$ cat config.mk
export PLATFORM = sky130hd
export DESIGN_NAME = mtfm_lane
export DESIGN_NICKNAME = d
export VERILOG_FILES = /design/src/rtl/core/mtfm_pkg.sv /design/src/rtl/core/mtfm_byte_mem.sv /design/src/rtl/core/mtfm_lane.sv
export SDC_FILE = /design/constraint.sdc
export NUM_CORES = 1
export LEC_CHECK = 0
export BUFFER_PORTS_ARGS = -buffer_cell sky130_fd_sc_hd__clkbuf_2
export CAP_MARGIN = 10
export CORE_UTILIZATION = 28
export DETAILED_ROUTE_END_ITERATION = 8
export PLACE_DENSITY = 0.44
export RECOVER_POWER = 100
export SLEW_MARGIN = 10
export SYNTH_ARGS = -nofsm -noshare
export SYNTH_HDL_FRONTEND = slang
export SYNTH_HIERARCHICAL = 1
export SYNTH_SLANG_ARGS = --single-unit
$ cat constraint.sdc
create_clock -name clock -period 9 [get_ports clock]
set_input_delay 0.45 -clock clock [delete_from_list [all_inputs] [get_ports clock]]
set_output_delay 0.45 -clock clock [all_outputs]
set_load 0.005 [all_outputs]
$ cat src/rtl/core/mtfm_pkg.sv
// Shared types, codes and constants for the MQTT topic filter matcher.
package mtfm_pkg;

   // Field widths of the request and response beats
   localparam int MODE_W = 2;
   localparam int SLOT_W = 3;
   localparam int POS_W  = 6;
   localparam int BYTE_W = 8;
   localparam int MASK_W = 8;

   // Default sizing
   localparam int DEF_NUM_FILTERS    = 8;
   localparam int DEF_MAX_FILTER_LEN = 64;

   // Bytes that steer the matching
   localparam logic [BYTE_W-1:0] CHAR_SLASH  = 8'h2F;
   localparam logic [BYTE_W-1:0] CHAR_DOLLAR = 8'h24;
   localparam logic [BYTE_W-1:0] CHAR_PLUS   = 8'h2B;
   localparam logic [BYTE_W-1:0] CHAR_HASH   = 8'h23;

   // Request opcodes
   typedef enum logic [MODE_W-1:0] {
      MODE_WRITE = 2'd0,
      MODE_TOPIC = 2'd1,
      MODE_CLEAR = 2'd2,
      MODE_NOP   = 2'd3
   } mode_type;

   // Per-lane match status
   typedef enum logic [2:0] {
      ST_START = 3'd0,
      ST_LIT   = 3'd1,
      ST_PLUS  = 3'd2,
      ST_ALL   = 3'd3,
      ST_FAIL  = 3'd4
   } lane_status_type;

   // Command broadcast from the top level to every lane for one accepted beat
   typedef struct packed {
      logic              topic;     // topic byte accepted
      logic              at_start;  // no topic in progress
      logic              write;     // filter byte accepted, position in range
      logic              clear;     // slot clear accepted
      logic              last;
      logic [POS_W-1:0]  position;
      logic [BYTE_W-1:0] data_byte;
   } lane_cmd_type;

endpackage

$ cat src/rtl/core/mtfm_byte_mem.sv
// Byte-wide filter memory: one write port, one registered read port, write-first.
module mtfm_byte_mem #(
   parameter int ADDR_W = 6
) (
   input  logic                       clock,
   input  logic                       wr_en,
   input  logic [ADDR_W-1:0]          wr_addr,
   input  logic [mtfm_pkg::BYTE_W-1:0] wr_data,
   input  logic [ADDR_W-1:0]          rd_addr,
   output logic [mtfm_pkg::BYTE_W-1:0] rd_data
);
   import mtfm_pkg::*;

   localparam int DEPTH = 1 << ADDR_W;

   logic [BYTE_W-1:0] mem_ff [DEPTH];
   logic [BYTE_W-1:0] rd_data_ff;

   // Storage write and registered read, a same-address write is forwarded
   always_ff @(posedge clock) begin
      if (wr_en) begin
         mem_ff[wr_addr] <= wr_data;
      end
      if (wr_en && (wr_addr == rd_addr)) begin
         rd_data_ff <= wr_data;
      end else begin
         rd_data_ff <= mem_ff[rd_addr];
      end
   end

   assign rd_data = rd_data_ff;

endmodule

$ cat src/rtl/core/mtfm_lane.sv
// One filter lane: filter storage, cursor, status, per-byte step and end-of-topic verdict.
module mtfm_lane #(
   parameter int MAX_FILTER_LEN = mtfm_pkg::DEF_MAX_FILTER_LEN
) (
   input  logic                  clock,
   input  logic                  reset,
   input  mtfm_pkg::lane_cmd_type cmd,
   input  logic                  sel,
   output logic                  match
);
   import mtfm_pkg::*;

   localparam int LEN_W  = $clog2(MAX_FILTER_LEN + 1);
   localparam int ADDR_W = $clog2(MAX_FILTER_LEN);
   localparam int SUM_W  = LEN_W + 2;
   localparam int WIN    = 3;

   logic [LEN_W-1:0]  len_ff;
   logic [LEN_W-1:0]  cur_ff;
   lane_status_type   st_ff;
   logic [BYTE_W-1:0] head_ff [WIN];

   logic [BYTE_W-1:0] win_byte [WIN];
   logic [BYTE_W-1:0] step_byte [WIN];
   logic [LEN_W-1:0]  rd_base;
   logic [LEN_W-1:0]  cur_step;
   lane_status_type   st_step;
   logic              wr_hit;
   logic              clr_hit;

   assign wr_hit  = cmd.write && sel;
   assign clr_hit = cmd.clear && sel;

   // Three copies of the filter give the window at cursor, cursor+1, cursor+2
   assign rd_base = cmd.topic ? cur_step : cur_ff;

   for (genvar k = 0; k < WIN; k++) begin : g_copy
      logic [SUM_W-1:0] rd_sum;
      assign rd_sum = SUM_W'(rd_base) + SUM_W'(k);
      mtfm_byte_mem #(.ADDR_W(ADDR_W)) u_mem (
         .clock   (clock),
         .wr_en   (wr_hit),
         .wr_addr (ADDR_W'(cmd.position)),
         .wr_data (cmd.data_byte),
         .rd_addr (rd_sum[ADDR_W-1:0]),
         .rd_data (win_byte[k])
      );
   end

   // First topic byte reads the filter head from flops, later bytes the window
   always_comb begin
      for (int k = 0; k < WIN; k++) begin
         step_byte[k] = cmd.at_start ? head_ff[k] : win_byte[k];
      end
   end

   // One topic byte against this filter
   always_comb begin
      logic [SUM_W-1:0] cx;
      logic [SUM_W-1:0] cy;
      logic [SUM_W-1:0] cz;
      logic [SUM_W-1:0] nx;
      logic             end1;
      logic             lvl_hash;
      logic             lvl_plus;
      logic             adv;
      logic [BYTE_W-1:0] cb;
      lane_status_type  s0;
      lane_status_type  sa;

      cx = cmd.at_start ? '0 : SUM_W'(cur_ff);
      nx = SUM_W'(len_ff);
      if (cmd.at_start) begin
         s0 = (len_ff == '0) ? ST_FAIL : ST_START;
      end else begin
         s0 = st_ff;
      end
      end1     = (cx + SUM_W'(1)) == nx;
      lvl_hash = (cx < nx) && (step_byte[0] == CHAR_HASH) &&
                 (end1 || (step_byte[1] == CHAR_SLASH));
      lvl_plus = (cx < nx) && (step_byte[0] == CHAR_PLUS) &&
                 (end1 || (step_byte[1] == CHAR_SLASH));

      // level start: decide wildcard or literal
      adv = 1'b0;
      sa  = s0;
      if (s0 == ST_START) begin
         if (cmd.at_start && (cmd.data_byte == CHAR_DOLLAR) && (lvl_hash || lvl_plus)) begin
            sa = ST_FAIL;
         end else if (lvl_hash) begin
            sa = end1 ? ST_ALL : ST_FAIL;
         end else if (lvl_plus) begin
            sa  = ST_PLUS;
            adv = 1'b1;
         end else begin
            sa = ST_LIT;
         end
      end

      cy = cx + SUM_W'(adv);
      cb = adv ? step_byte[1] : step_byte[0];
      cz = cy;
      st_step = sa;

      // consume the byte
      case (sa)
         ST_PLUS: begin
            if (cmd.data_byte == CHAR_SLASH) begin
               if ((cy < nx) && (cb == CHAR_SLASH)) begin
                  cz      = cy + SUM_W'(1);
                  st_step = ST_START;
               end else begin
                  st_step = ST_FAIL;
               end
            end
         end
         ST_LIT: begin
            if (cmd.data_byte == CHAR_SLASH) begin
               if ((cy < nx) && (cb == CHAR_SLASH)) begin
                  cz      = cy + SUM_W'(1);
                  st_step = ST_START;
               end else begin
                  st_step = ST_FAIL;
               end
            end else if ((cy < nx) && (cb == cmd.data_byte)) begin
               cz = cy + SUM_W'(1);
            end else begin
               st_step = ST_FAIL;
            end
         end
         default: begin
         end
      endcase
      cur_step = cz[LEN_W-1:0];
   end

   // Lane state: filter loads and clears, topic steps
   always_ff @(posedge clock) begin
      if (reset) begin
         len_ff <= '0;
         cur_ff <= '0;
         st_ff  <= ST_START;
      end else if (wr_hit || clr_hit) begin
         if (wr_hit && cmd.last) begin
            len_ff <= LEN_W'(cmd.position) + LEN_W'(1);
         end else begin
            len_ff <= '0;
         end
         if (!cmd.at_start) begin
            st_ff <= ST_FAIL;
         end
      end else if (cmd.topic) begin
         cur_ff <= cur_step;
         st_ff  <= st_step;
      end
   end

   // Head copy of the first filter bytes
   always_ff @(posedge clock) begin
      for (int k = 0; k < WIN; k++) begin
         if (wr_hit && (32'(cmd.position) == k)) begin
            head_ff[k] <= cmd.data_byte;
         end
      end
   end

   // Verdict at end of topic, from the settled cursor and its window
   always_comb begin
      logic [SUM_W-1:0] fc;
      logic [SUM_W-1:0] nx;
      logic             ends_c;
      logic             ends_c1;
      logic             lvl_h;
      logic             lvl_p;
      logic             hit;

      fc = SUM_W'(cur_ff);
      nx = SUM_W'(len_ff);
      ends_c  = (fc == nx) ||
                (((fc + SUM_W'(2)) == nx) && (win_byte[0] == CHAR_SLASH) &&
                 (win_byte[1] == CHAR_HASH));
      ends_c1 = ((fc + SUM_W'(1)) == nx) ||
                (((fc + SUM_W'(3)) == nx) && (win_byte[1] == CHAR_SLASH) &&
                 (win_byte[2] == CHAR_HASH));
      lvl_h = (fc < nx) && (win_byte[0] == CHAR_HASH) &&
              (((fc + SUM_W'(1)) == nx) || (win_byte[1] == CHAR_SLASH));
      lvl_p = (fc < nx) && (win_byte[0] == CHAR_PLUS) &&
              (((fc + SUM_W'(1)) == nx) || (win_byte[1] == CHAR_SLASH));

      case (st_ff)
         ST_ALL:   hit = 1'b1;
         ST_LIT:   hit = ends_c;
         ST_PLUS:  hit = ends_c;
         ST_START: begin
            if (lvl_h) begin
               hit = (fc + SUM_W'(1)) == nx;
            end else if (lvl_p) begin
               hit = ends_c1;
            end else begin
               hit = ends_c;
            end
         end
         default:  hit = 1'b0;
      endcase
      match = (len_ff != '0) && hit;
   end

endmodule

==> impl_metrics.json <==
{
  "io_buffers": 22,
  "violations": "max-capacitance violations, max-slew violations",
  "syn_nets": 3411,
  "power.total_mw": 16.86,
  "yosysWarnings": 6,
  "h-tree-depth": 4,
  "vias": 32740,
  "p_int_mw": 12.83,
  "instances_no_fill": 6642,
  "first_iter_violations": 2945,
  "clk_pin_slew_ns": 0.06,
  "pwr-share-comb": 0.094,
  "fp.dieW_microns": 482.5,
  "nFillCells": 21930,
  "setup_tns_ns": 0,
  "syn_inst": 3357,
  "synth_top_area_share": 0.7209,
  "end_kind": "register",
  "hold_class": "in2reg",
  "finalWirelength_microns": 173400,
  "die_y_microns": 482.5,
  "p_seq_frac": 0.493,
  "drv_slew": 1637,
  "finalWeightedCongestion": 0.8168,
  "grt_pass1_vias": 33990,
  "nets": 3526,
  "dp_hpwl_microns": 104400,
  "yosys-top-cells-area": "edfxtp_1 72%, mux4_2 13%, nor2_1 1.8%",
  "grt_pass1_wl_microns": 250400,
  "rows": 176,
  "multi_input_area_sq_mm": 0.01612,
  "die-area_sq_mm": 0.2328,
  "antenna_found_initial": 8,
  "root_buffer": "clkbuf_16",
  "hold_viol": 0,
  "grt_usage": 0.1484,
  "syn_area_sq_mm": 0.06464,
  "cts_resized": 0,
  "ctsLongestPathBuffers": 3,
  "ir_worst_vdd_mv": 0.1341,
  "leakagePower_nw": 22.27,
  "start_util": 0.2815,
  "cp_top_family": "simple AND/OR/NAND/NOR gates",
  "max_slew_margin": -3.728,
  "synth_seq_cells": 1587,
  "yosysSeqAreaShare": 0.7318,
  "synth_commonest_cells": "1552 x edfxtp_1, 378 x mux4_2, 302 x nor2_1",
  "synth.most_common_cell": "edfxtp_1",
  "status": "finished, violations left",
  "cp_max_fo": 39,
  "synth_area_leader_cell": "edfxtp_1",
  "tightest_slew_ns": 7.092,
  "rrSetupSlack_ns": 0.46,
  "p_per_area_mw_per_mm2": 228.4,
  "regArea_sq_mm": 0.04734,
  "async_reset_ff_frac": 0,
  "syn_avg_cell_area_sq_um": 19.26,
  "layout-drive-gt1-share": 0.2150,
  "period_minus_slack_ns": 8.538,
  "power.clock.fraction": 0.413,
  "finalWorstSetupSlack_ns": 0.4623,
  "pre_cts_ws_ns": 0.4970,
  "drcViolationCount": 0,
  "dr.pass1.iters": 5,
  "crit_path_frequent_cell": "ha_1",
  "critPathSlowestCell": "dfxtp_4",
  "synth_flop_cell": "edfxtp_1",
  "worst-setup-path-type": "reg2reg",
  "post-place-cells": 6313,
  "path_buf_inv": 3,
  "vias_per_cell": 4.930,
  "cp_slowest_stage_delay_ns": 0.78,
  "wl_per_cell_microns": 26.10,
  "final.setup_skew_ns": 0.03962,
  "cts_tree": "yes",
  "arrival_ns": 9.25,
  "core_sq_mm": 0.2297,
  "drv_cap": 26,
  "synthDistinctLibCells": 85,
  "fin_crit_sh": 0.9486,
  "synth_edf_count": 1552,
  "fmax_ghz": 0.1171,
  "area_delta_synth_final_pct": 14.18,
  "clkLatencyLatePin_ns": 0.81,
  "setup_viol": 0,
  "grt_overflow": 0,
  "grt_max_degree": 146,
  "rsz0062_at_grt": "false",
  "swShare": 0.2388,
  "ant_nets": 0,
  "clkSinkCount": 1587,
  "startpoint_type": "register",
  "pin_count": 23,
  "numCtsBuffers": 175,
  "crit_required_ns": 9.71,
  "power_switching_mw": 4.025
}
flip-flops by register name, summed over array words and instances, names as in the netlist, named ones only:
name / count
g_copy.u_mem/mem_ff: 1536
head_ff: 16
cur_ff: 7
len_ff: 7
st_ff: 3
layout by cell type, fill, tap and decap left out, types with 26 or more instances in the layout:
master and instances:
o22ai_1 30, clkinv_1 38, mux4_2 378, clkbuf_1 80, mux2i_1 81, mux2_2 46, nor2_1 302, ha_1 32
edfxtp_1 1552, nor3_1 38, nor2b_1 56, a21oi_1 39, buf_4 57, clkbuf_16 178, nand2_1 97, inv_1 26
nand3_1 64
stage by stage:
step           cell area, sq um  hold WS (ns)    util
5_1_grt                   73800        0.1419  0.3213
2_1_floorplan             64640        0.4806       -
3_5_place_dp              68360        0.5308  0.2976
3_3_place_gp              68360        0.5315  0.2976
4_1_cts                   73950       0.02781  0.3220
6_report                  73810        0.1595  0.3214
path summary, 6_finish.rpt:
check / startpoint / depth (start not counted) / endpoint
setup / recovery: register / 27 / register
hold / removal: cmd[14] / 4 / len_ff[3]
setup reg to reg: register / 27 / register
hold reg to reg: st_ff[2] / 2 / st_ff[2]
logic make-up (layout without fill, tap and decap cells):
kind of cell             after synthesis  after routing  synth area share
flip-flops                          1587           1587            0.7318
AND/OR/NAND/NOR                      690            690           0.05143
multiplexers                         506            506            0.1527
AO/OA/AOI/OAI                        303            303           0.03509
buffers and inverters                207            464           0.01852
adder cells (fa/ha/maj)               32             32          0.006194
XOR/XNOR                              32             32          0.004336
other                                  0              2                 0
metal layers:
layer	track usage	vias to the layer above	routed length, microns
li1	-	14100	-
met1	0.2062	17600	79140
met2	0.2397	799	82780
met3	0.02247	244	7288
met4	0.04299	0	4171
met5	0	-	0
repair_timing:
| item | CTS | global route |
|---|---|---|
| buffers inserted | 0 | 5 |
| endpoints found under the setup margin | 0 | 5 |
| endpoints found under the hold margin | 55 | 0 |
| hold buffers | 3 | 0 |
tightest hold or removal path, stage by stage:
cell,delay [ns]
clkbuf_2,0.14
nand2_1,0.13
o22ai_1,0.09
nor2b_1,0.12
power groups by stage:
stage	Combinational, mW	Sequential (mW)	Clock, mW
final	1.59	8.31	6.96
after global routing	1.70	8.32	7.41
after CTS	1.60	8.30	7.15
after detailed placement	1.60	8.46	0
after global placement	1.60	8.46	0
after floorplan	1.09	8.32	0
layout make-up:
class                           count  share of cell area
Timing Repair Buffer              119             0.01209
Multi-Input combinational cell   1563              0.2184
Sequential cell                  1587              0.6414
Clock buffer                      225             0.06274
Inverter                           26            0.001322
Clock inverter                     94             0.01265
Tap cell                         3026             0.05130
Antenna cell                        2          0.00006781
(Power assumes the default switching activity.)
